<file path="config.mk">
export PLATFORM = sky130hd
export DESIGN_NAME = cursor_escape_expander_core
export DESIGN_NICKNAME = d
export VERILOG_FILES = /design/src/hw/rtl/cee_pkg.sv /design/src/hw/rtl/cursor_escape_expander_core.sv
export SDC_FILE = /design/constraint.sdc
export NUM_CORES = 1
export LEC_CHECK = 0
export BUFFER_PORTS_ARGS = -buffer_cell sky130_fd_sc_hd__clkbuf_2
export CAP_MARGIN = 15
export CORE_MARGIN = 3
export CORE_UTILIZATION = 30
export CTS_CLUSTER_SIZE = 24
export DETAILED_ROUTE_END_ITERATION = 10
export GPL_TIMING_DRIVEN = 0
export HOLD_SLACK_MARGIN = 0.06
export MAX_ROUTING_LAYER = met4
export PLACE_DENSITY = 0.44
export SYNTH_ARGS = -nofsm -noshare
export SYNTH_HDL_FRONTEND = slang
export SYNTH_SLANG_ARGS = --single-unit
</file>
<file path="constraint.sdc">
create_clock -name clock -period 7.95 [get_ports clock]
set_input_delay 1.59 -clock clock [delete_from_list [all_inputs] [get_ports clock]]
set_output_delay 1.59 -clock clock [all_outputs]
set_load 0.01 [all_outputs]
</file>
<file path="src/hw/rtl/cee_pkg.sv">
// Shared constants and types for the cursor escape expander.
`timescale 1ns / 1ps

package cee_pkg;

   // Default build values
   localparam int OUT_LIMIT_DEF   = 56;
   localparam int PARAM_WIDTH_DEF = 16;

   // Decimal conversion: values clamp to 0..99999, five BCD digits
   localparam int DEC_CAP    = 99999;
   localparam int DEC_BITS   = 17;
   localparam int BCD_DIGITS = 5;

   // Template characters
   localparam logic [7:0] CH_NUL  = 8'h00;
   localparam logic [7:0] CH_PCT  = 8'h25; // '%'
   localparam logic [7:0] CH_PLUS = 8'h2B; // '+'
   localparam logic [7:0] CH_DOT  = 8'h2E; // '.'
   localparam logic [7:0] CH_ZERO = 8'h30; // '0'
   localparam logic [7:0] CH_TWO  = 8'h32; // '2'
   localparam logic [7:0] CH_THR  = 8'h33; // '3'
   localparam logic [7:0] CH_NINE = 8'h39; // '9'
   localparam logic [7:0] CH_D    = 8'h64; // 'd'
   localparam logic [7:0] CH_I    = 8'h69; // 'i'
   localparam logic [7:0] CH_R    = 8'h72; // 'r'

   // Control sequencer
   typedef enum logic [3:0] {
      ST_IDLE  = 4'b0001,
      ST_CONV  = 4'b0010,
      ST_DIGIT = 4'b0100,
      ST_TERM  = 4'b1000
   } state_type;

   // Escape parser phase
   typedef enum logic [2:0] {
      PH_PLAIN = 3'b001,
      PH_ESC   = 3'b010,
      PH_PLUS  = 3'b100
   } phase_type;

endpackage

</file>
<file path="src/hw/rtl/cursor_escape_expander_core.sv">
// Termcap cursor-motion template expander, one template byte per input item.
`timescale 1ns / 1ps
// A plain byte, %., %+x, %%, an error or a terminator is loaded into the output register
// as the item is accepted; %+ with a zero byte loads the byte, then the terminator (ST_TERM).
// Decimal escapes run a bit-serial binary-to-BCD shifter (ST_CONV), then five digit steps
// (ST_DIGIT) emit at most one byte each, skipping leading zeros; a step waits for a free output.
// One item is in work at a time; the output register must be free or draining to accept.
// Reset (synchronous, active high) clears parameters, phase, count, halt and the output valid.

module cursor_escape_expander_core #(
   parameter int OUT_LIMIT   = cee_pkg::OUT_LIMIT_DEF,
   parameter int PARAM_WIDTH = cee_pkg::PARAM_WIDTH_DEF
) (
   input  logic                  clock,
   input  logic                  reset,
   // input items
   input  logic                  req_tvalid,
   output logic                  req_tready,
   // [7:0] ch, [8 +: PARAM_WIDTH] row, [8+PARAM_WIDTH +: PARAM_WIDTH] col, zero pad
   input  logic [((8 + 2*PARAM_WIDTH + 7) / 8) * 8 - 1:0] req_tdata,
   input  logic                  req_tuser,  // [0] start_req
   // result items
   output logic                  rsp_tvalid,
   input  logic                  rsp_tready,
   output logic [7:0]            rsp_tdata,  // [7:0] out_byte
   output logic                  rsp_tlast,  // last
   output logic                  rsp_tuser   // [0] error
);

   localparam int VAL_W  = PARAM_WIDTH + 1;
   localparam int DEC_W  = cee_pkg::DEC_BITS;
   localparam int EXT_W  = (VAL_W > DEC_W + 1) ? VAL_W : DEC_W + 1;
   localparam int BCD_W  = 4 * cee_pkg::BCD_DIGITS;
   localparam int CCNT_W = $clog2(cee_pkg::DEC_BITS);
   localparam int POS_W  = $clog2(cee_pkg::BCD_DIGITS);
   localparam int CNT_W  = $clog2(OUT_LIMIT + 8);

   localparam logic signed [EXT_W-1:0] CAP_EXT  = EXT_W'(cee_pkg::DEC_CAP);
   localparam logic signed [VAL_W-1:0] PARAM_MAX = {1'b0, {PARAM_WIDTH{1'b1}}};

   // ---------------------------------------------------------------- state
   cee_pkg::state_type state_ff, state_in;
   cee_pkg::phase_type phase_ff, phase_in;

   logic signed [VAL_W-1:0] p1_ff, p1_in;      // first parameter
   logic signed [VAL_W-1:0] p2_ff, p2_in;      // second parameter
   logic                    sel_ff, sel_in;    // 0: first param current, 1: second (sticky)
   logic [CNT_W-1:0]        cnt_ff, cnt_in;    // data bytes emitted this template
   logic                    halted_ff, halted_in;

   // decimal conversion datapath
   logic [DEC_W-1:0]        conv_ff, conv_in;  // binary shifted out MSB first
   logic [BCD_W-1:0]        bcd_ff, bcd_in;
   logic [CCNT_W-1:0]       ccnt_ff, ccnt_in;
   logic [POS_W-1:0]        pos_ff, pos_in;    // digit position being emitted
   logic [1:0]              min_ff, min_in;    // minimum digit count
   logic                    seen_ff, seen_in;  // a digit has already been printed

   // output register
   logic                    rsp_valid_ff;
   logic [7:0]              rsp_byte_ff;
   logic                    rsp_last_ff, rsp_err_ff;

   logic                    out_load;
   logic [7:0]              out_byte_in;
   logic                    out_last_in, out_err_in;
   logic                    cnt_inc;

   // ---------------------------------------------------------------- input fields
   logic                    in_acc;
   logic                    start;
   logic [7:0]              ch;
   logic [PARAM_WIDTH-1:0]  row, col;

   assign ch    = req_tdata[7:0];
   assign row   = req_tdata[8 +: PARAM_WIDTH];
   assign col   = req_tdata[8 + PARAM_WIDTH +: PARAM_WIDTH];
   assign start = req_tuser;

   logic out_free;
   assign out_free   = !rsp_valid_ff || rsp_tready;
   assign req_tready = (state_ff == cee_pkg::ST_IDLE) && out_free;
   assign in_acc     = req_tvalid && req_tready;

   // state as seen by this item after a start has been applied
   logic signed [VAL_W-1:0] p1_eff, p2_eff, cur;
   logic                    sel_eff, halted_eff;
   logic [CNT_W-1:0]        cnt_eff;
   cee_pkg::phase_type      phase_eff;

   assign p1_eff     = start ? VAL_W'(signed'(row)) : p1_ff;
   assign p2_eff     = start ? VAL_W'(signed'(col)) : p2_ff;
   assign sel_eff    = start ? 1'b0 : sel_ff;
   assign halted_eff = start ? 1'b0 : halted_ff;
   assign cnt_eff    = start ? '0 : cnt_ff;
   assign phase_eff  = start ? cee_pkg::PH_PLAIN : phase_ff;
   assign cur        = sel_eff ? p2_eff : p1_eff;

   // clamp to 0..99999 for decimal output
   logic signed [EXT_W-1:0] cur_ext;
   logic [DEC_W-1:0]        clamped;
   assign cur_ext = EXT_W'(cur);
   assign clamped = cur_ext[EXT_W-1]  ? '0 :
                    (cur_ext > CAP_EXT) ? DEC_W'(cee_pkg::DEC_CAP) :
                    cur_ext[DEC_W-1:0];

   // saturating increment for %i
   logic signed [VAL_W-1:0] p1_inc, p2_inc;
   assign p1_inc = (p1_eff < PARAM_MAX) ? p1_eff + VAL_W'(1) : p1_eff;
   assign p2_inc = (p2_eff < PARAM_MAX) ? p2_eff + VAL_W'(1) : p2_eff;

   // one double-dabble step: add 3 to every digit >= 5, shift in next binary bit
   logic [BCD_W-1:0] bcd_adj, bcd_shift;
   logic [3:0]       dab_dig;
   always_comb begin
      dab_dig = '0;
      for (int i = 0; i < cee_pkg::BCD_DIGITS; i++) begin
         dab_dig            = bcd_ff[4*i +: 4];
         bcd_adj[4*i +: 4]  = (dab_dig >= 4'd5) ? dab_dig + 4'd3 : dab_dig;
      end
      bcd_shift = {bcd_adj[BCD_W-2:0], conv_ff[DEC_W-1]};
   end

   // digit emission: top nibble of the BCD shifter
   logic [3:0] digit;
   logic       digit_emit;
   assign digit      = bcd_ff[BCD_W-1 -: 4];
   assign digit_emit = seen_ff || (digit != 4'd0) || (pos_ff < POS_W'(min_ff));

   // ---------------------------------------------------------------- next state
   always_comb begin
      state_in    = state_ff;
      phase_in    = phase_ff;
      p1_in       = p1_ff;
      p2_in       = p2_ff;
      sel_in      = sel_ff;
      cnt_in      = cnt_ff;
      halted_in   = halted_ff;
      conv_in     = conv_ff;
      bcd_in      = bcd_ff;
      ccnt_in     = ccnt_ff;
      pos_in      = pos_ff;
      min_in      = min_ff;
      seen_in     = seen_ff;
      out_load    = 1'b0;
      out_byte_in = cee_pkg::CH_NUL;
      out_last_in = 1'b0;
      out_err_in  = 1'b0;
      cnt_inc     = 1'b0;

      unique case (state_ff)
         cee_pkg::ST_IDLE: begin
            if (in_acc) begin
               p1_in     = p1_eff;
               p2_in     = p2_eff;
               sel_in    = sel_eff;
               cnt_in    = cnt_eff;
               halted_in = halted_eff;
               phase_in  = phase_eff;
               if (!halted_eff) begin
                  phase_in = cee_pkg::PH_PLAIN;
                  case (phase_eff)
                     cee_pkg::PH_ESC: begin
                        unique case (ch) inside
                           cee_pkg::CH_D, cee_pkg::CH_TWO, cee_pkg::CH_THR: begin
                              conv_in  = clamped;
                              bcd_in   = '0;
                              ccnt_in  = CCNT_W'(cee_pkg::DEC_BITS - 1);
                              pos_in   = POS_W'(cee_pkg::BCD_DIGITS - 1);
                              seen_in  = 1'b0;
                              min_in   = (ch == cee_pkg::CH_TWO) ? 2'd2 :
                                         (ch == cee_pkg::CH_THR) ? 2'd3 : 2'd1;
                              sel_in   = 1'b1;
                              state_in = cee_pkg::ST_CONV;
                           end
                           cee_pkg::CH_DOT: begin
                              out_load    = 1'b1;
                              out_byte_in = cur[7:0];
                              cnt_inc     = 1'b1;
                              sel_in      = 1'b1;
                           end
                           cee_pkg::CH_PLUS: begin
                              phase_in = cee_pkg::PH_PLUS;
                           end
                           cee_pkg::CH_I: begin
                              p1_in = p1_inc;
                              p2_in = p2_inc;
                           end
                           cee_pkg::CH_R: begin
                              p1_in = p2_eff;
                              p2_in = p1_eff;
                           end
                           cee_pkg::CH_PCT: begin
                              out_load    = 1'b1;
                              out_byte_in = cee_pkg::CH_PCT;
                              cnt_inc     = 1'b1;
                           end
                           default: begin
                              // unknown escape or NUL after '%'
                              out_load    = 1'b1;
                              out_last_in = 1'b1;
                              out_err_in  = 1'b1;
                              halted_in   = 1'b1;
                           end
                        endcase
                     end
                     cee_pkg::PH_PLUS: begin
                        out_load    = 1'b1;
                        out_byte_in = cur[7:0] + ch;
                        cnt_inc     = 1'b1;
                        sel_in      = 1'b1;
                        if (ch == cee_pkg::CH_NUL) begin
                           // NUL operand: byte goes out, terminator follows
                           halted_in = 1'b1;
                           state_in  = cee_pkg::ST_TERM;
                        end
                     end
                     default: begin
                        if (ch == cee_pkg::CH_NUL) begin
                           out_load    = 1'b1;
                           out_last_in = 1'b1;
                           halted_in   = 1'b1;
                        end else if (cnt_eff >= CNT_W'(OUT_LIMIT)) begin
                           // over the output limit: byte dropped
                        end else if (ch == cee_pkg::CH_PCT) begin
                           phase_in = cee_pkg::PH_ESC;
                        end else begin
                           out_load    = 1'b1;
                           out_byte_in = ch;
                           cnt_inc     = 1'b1;
                        end
                     end
                  endcase
               end
            end
         end

         cee_pkg::ST_CONV: begin
            bcd_in  = bcd_shift;
            conv_in = conv_ff << 1;
            if (ccnt_ff == '0) begin
               state_in = cee_pkg::ST_DIGIT;
            end else begin
               ccnt_in = ccnt_ff - 1'b1;
            end
         end

         cee_pkg::ST_DIGIT: begin
            if (!digit_emit || out_free) begin
               if (digit_emit) begin
                  out_load    = 1'b1;
                  out_byte_in = cee_pkg::CH_ZERO + {4'd0, digit};
                  cnt_inc     = 1'b1;
                  seen_in     = 1'b1;
               end
               bcd_in = bcd_ff << 4;
               if (pos_ff == '0) begin
                  state_in = cee_pkg::ST_IDLE;
               end else begin
                  pos_in = pos_ff - 1'b1;
               end
            end
         end

         cee_pkg::ST_TERM: begin
            if (out_free) begin
               out_load    = 1'b1;
               out_last_in = 1'b1;
               state_in    = cee_pkg::ST_IDLE;
            end
         end

         default: begin
            state_in = cee_pkg::ST_IDLE;
         end
      endcase

      // saturating emitted-byte count
      if (cnt_inc && (cnt_in != '1)) begin
         cnt_in = cnt_in + 1'b1;
      end
   end

   // ---------------------------------------------------------------- registers
   always_ff @(posedge clock) begin
      if (reset) begin
         state_ff     <= cee_pkg::ST_IDLE;
         phase_ff     <= cee_pkg::PH_PLAIN;
         p1_ff        <= '0;
         p2_ff        <= '0;
         sel_ff       <= 1'b0;
         cnt_ff       <= '0;
         halted_ff    <= 1'b0;
         rsp_valid_ff <= 1'b0;
      end else begin
         state_ff  <= state_in;
         phase_ff  <= phase_in;
         p1_ff     <= p1_in;
         p2_ff     <= p2_in;
         sel_ff    <= sel_in;
         cnt_ff    <= cnt_in;
         halted_ff <= halted_in;
         if (out_load) begin
            rsp_valid_ff <= 1'b1;
         end else if (rsp_tready) begin
            rsp_valid_ff <= 1'b0;
         end
      end
   end

   always_ff @(posedge clock) begin
      conv_ff <= conv_in;
      bcd_ff  <= bcd_in;
      ccnt_ff <= ccnt_in;
      pos_ff  <= pos_in;
      min_ff  <= min_in;
      seen_ff <= seen_in;
      if (out_load) begin
         rsp_byte_ff <= out_byte_in;
         rsp_last_ff <= out_last_in;
         rsp_err_ff  <= out_err_in;
      end
   end

   assign rsp_tvalid = rsp_valid_ff;
   assign rsp_tdata  = rsp_byte_ff;
   assign rsp_tlast  = rsp_last_ff;
   assign rsp_tuser  = rsp_err_ff;

   // ---------------------------------------------------------------- checks
`ifndef SYNTHESIS
   a_no_overwrite: assert property (@(posedge clock) disable iff (reset)
      out_load |-> (!rsp_valid_ff || rsp_tready))
      else $error("output register overwritten while holding an item");

   a_conv_silent: assert property (@(posedge clock) disable iff (reset)
      (state_ff == cee_pkg::ST_CONV) |-> !out_load)
      else $error("result loaded during BCD conversion");

   a_conv_done: assert property (@(posedge clock) disable iff (reset)
      (state_ff == cee_pkg::ST_CONV) && (ccnt_ff == '0) |=> (state_ff == cee_pkg::ST_DIGIT))
      else $error("conversion did not hand over to digit output");

   a_digit_range: assert property (@(posedge clock) disable iff (reset)
      out_load && (state_ff == cee_pkg::ST_DIGIT) |->
         (out_byte_in >= cee_pkg::CH_ZERO) && (out_byte_in <= cee_pkg::CH_NINE))
      else $error("decimal digit out of range");

   a_halted_quiet: assert property (@(posedge clock) disable iff (reset)
      in_acc && halted_ff && !start |-> !out_load && (state_in == cee_pkg::ST_IDLE))
      else $error("halted template produced a result");
`endif

endmodule

</file>
==> impl_metrics.ini <==
[placement]
dp_hpwl_um = 22390
gp_congestion = 0.9907
portBuffers = 55
place_inst = 1295

[sta]
timing.slew.headroom_pct = 28.89
fin_tns_setup_ns = 0
min_period_ns = 5.876
fmax_ghz = 0.1702
setup_viol = 0
grt_setup_unrepaired = no
slew_viol_final = 0
period_share_pct = 73.91
worst_pin_slew_ns = 1.067
hold_violations = 0
fin_skew_ns = 0.01290

[clock_tree]
clkSlewWorstSetupHoldPaths_ns = 0.08
htreeDepth = 3
ctsHoldBuffers = 0
post_cts_buffers = 0
cts_buffers = 9
cts_tree = yes
cts_resized = 0
cts_num_sinks = 108
cts-root-buf = clkbuf_16
cts_buffer_depth = 2
insertion_delay_ns = 0.37

[floorplan]
io_pins = 57
die_h_um = 168.0
die_area_um2 = 28220
coreArea_um2 = 25470
rows = 58
initial_core_util_pct = 30.91
dieWidth_um = 168.0

[yosys]
yosys.area_share.simple_pct = 23.35
synth_cell_types = 80
netlist_instances = 909
synth_mux_area_share_pct = 6.548
synth_edf_count = 58
synth_ff_type = edfxtp_1
ys_warn_count = 0
ys_ff_latch = 108
syn-cell-area_um2 = 7873
synth_xor_area_share_pct = 3.894
synth_top_family_by_area = simple AND/OR/NAND/NOR gates
yosysSeqAreaShare_pct = 34.84
synthArstFlopShare_pct = 0
synth_fp_nets = 980
synth_compound_area_share_pct = 23.05
synth_fa_ha_area_share_pct = 4.228
avgSynthCellArea_um2 = 8.661

[setup_path]
cp-end-kind = flip-flop
cpMostUsedCell = buf_4
arrival_ns = 5.99
critPathTopFamily = compound AO/OA/AOI/OAI gates
crit_path_top_delay_cell = a21oi_1
crit_path_start_kind = input port
cp.required_ns = 8.07
max_stage_delay_ns = 0.79
critPathKind = in -> reg
crit_buf_inv = 5
cp_max_fo = 10
path_cells = clkbuf_2 -> buf_4 -> buf_4 -> buf_4 -> buf_2 -> mux2i_1 -> a21oi_1 -> ha_1 -> nand3_1 -> o211ai_1 -> o41ai_1 -> xor2_1 -> mux2_2 -> o31ai_1

[routing]
drtPass1Iterations = 5
wl_met2_um = 13250
via_count = 7582
avgViaCountPerCell = 5.775
wl_per_cell_um = 22.47
dr_wl_met3_um = 1560
ant_nets = 0
drc = 0
routed_wl_um = 29500
wl_met1_um = 13740
top_layer_used = met4
drtIter0Drc = 834

[cells_and_area]
area_growth_pct = 12.91
nets = 1048
drive_gt1_share_pct = 13.54
fin_cells = 1313

[global_routing]
grt.overflow.total = 0
grt_max_degree = 22
grt_use_total_pct = 21.23
grt_pass1_vias = 7323
grt_pass1_wl_um = 45260
antenna_found_initial = 1

[pwr]
irDropWorstVdd_mv = 0.08746
powerDensity_nw_per_um2 = 162.5
p_leak_nw = 3.185

[worst_hold_path]
min_path_type = reg -> reg

[job]
cap_violations = 0

[status]
outcome = finished, final reports clean
==> worst register-to-register path, delay by kind of cell (launching register included) <==
family	cells	cell delay, ns
buffers and inverters	2	0.32
AO/OA/AOI/OAI	5	1.89
XOR/XNOR	1	0.20
multiplexers	1	0.35
adder cells (fa/ha/maj)	1	0.26
AND/OR/NAND/NOR	1	0.11
flip-flops	1	0.44
==> power breakdown <==
group | leakage [nW] | internal, mW | switching (mW)
sequential | 0.951 | 0.623 | 0.0334
clock | 0.147 | 0.223 | 0.244
combinational | 2.09 | 0.118 | 0.203
total | 3.18 | 0.964 | 0.480
==> registers in the layout, indices dropped and copies added, names as in the netlist <==
register    cells
bcd_ff         20
conv_ff        17
p1_ff          17
p2_ff          17
rsp_tdata       8
cnt_ff          6
ccnt_ff         5
state_ff        4
phase_ff        3
pos_ff          3
min_ff          2
halted_ff       1
rsp_tlast       1
rsp_tuser       1
rsp_tvalid      1
seen_ff         1
sel_ff          1
==> cell usage after synthesis (6+ instances only) <==
| master | instances | area share [%] |
|---|---|---|
| ha_1 | 25 | 4.0 |
| xor2_1 | 11 | 1.2 |
| a211oi_1 | 19 | 1.8 |
| a22oi_1 | 6 | 0.57 |
| nand2b_1 | 15 | 1.2 |
| nand4_1 | 13 | 1.0 |
| and3_1 | 6 | 0.48 |
| edfxtp_1 | 58 | 22 |
| mux2_2 | 20 | 2.9 |
| dfxtp_1 | 50 | 13 |
| a221oi_1 | 15 | 1.7 |
| clkbuf_1 | 28 | 1.3 |
| nor2_1 | 73 | 3.5 |
| buf_2 | 15 | 0.95 |
| o22ai_1 | 6 | 0.48 |
| o221ai_1 | 10 | 1.1 |
| inv_1 | 29 | 1.4 |
| nand3_1 | 26 | 1.7 |
| o21ai_0 | 76 | 4.8 |
| nor3b_1 | 10 | 0.95 |
| nand2_1 | 87 | 4.1 |
| mux2i_1 | 29 | 3.7 |
| nand4b_1 | 12 | 1.3 |
| a21oi_1 | 69 | 4.4 |
| o211ai_1 | 10 | 0.95 |
| and2_1 | 14 | 1.1 |
| nor2b_1 | 8 | 0.64 |
| nand3b_1 | 10 | 0.95 |
| nor3_1 | 30 | 1.9 |
| xnor2_1 | 24 | 2.7 |
==> area by class of cell <==
cell class | instances | area (um2)
buffer | 48 | 214.0
timing repair buffer | 57 | 295.3
sequential | 108 | 2743
tap | 330 | 412.9
clock buffer | 9 | 225.2
fill | 2694 | 16580
antenna | 1 | 2.502
clock inverter | 7 | 76.32
multi-input combinational | 724 | 4811
inverter | 29 | 108.9
==> cells in the final DEF, fill, tap and decap left out, types with 14 or more instances in the layout <==
cell,Yosys,routed
nand3_1,26,26
a221oi_1,15,15
nand2b_1,15,15
mux2_2,20,20
o21ai_0,76,76
a21oi_1,69,68
ha_1,25,25
clkbuf_2,0,56
xnor2_1,24,24
dfxtp_1,50,50
nor2_1,73,73
and2_1,14,14
nor3_1,30,30
edfxtp_1,58,58
nand2_1,87,87
a211oi_1,19,19
mux2i_1,29,29
buf_2,15,15
inv_1,29,29
clkbuf_1,28,28
==> cell families (layout without fill, tap and decap cells) <==
logic type	Yosys count	in the layout
buf+inv	77	150
xor+xnor	35	35
flops	108	108
fa+ha+maj	26	26
mux	49	49
compound gates	273	273
simple gates	341	341
other cells	0	1
==> through the flow <==
stage | total power, mW | hold slack (ns) | worst slack, ns | util, % | area (um2)
4_1_cts | 1.454 | 0.5270 | 2.123 | 34.87 | 8881
5_1_grt | 1.511 | 0.5549 | 2.039 | 34.90 | 8889
3_3_place_gp | 0.9854 | 0.5070 | 1.715 | 33.61 | 8561
2_1_floorplan | 0.8636 | 0.4857 | 3.491 | - | 7873
3_5_place_dp | 0.9855 | 0.5093 | 1.757 | 33.68 | 8579
6_report | 1.444 | 0.5272 | 2.074 | 34.90 | 8889
==> worst paths after layout <==
check,startpoint,end,slack [ns],cells past startpoint
setup / recovery,req_tuser,rsp_tdata[7],2.07,14
hold / removal,cnt_ff[5],cnt_ff[5],0.53,2
setup reg to reg,sel_ff,rsp_tdata[7],4.12,11
hold reg to reg,cnt_ff[5],cnt_ff[5],0.53,2
==> per-layer routing <==
layer  vias up  global-route usage [%]
li1       3590                       -
met1      3657                   28.52
met2       278                   32.77
met3        57                   3.311
met4         0                   7.186
met5         -                       -
Power figures use the tool's default switching activity.
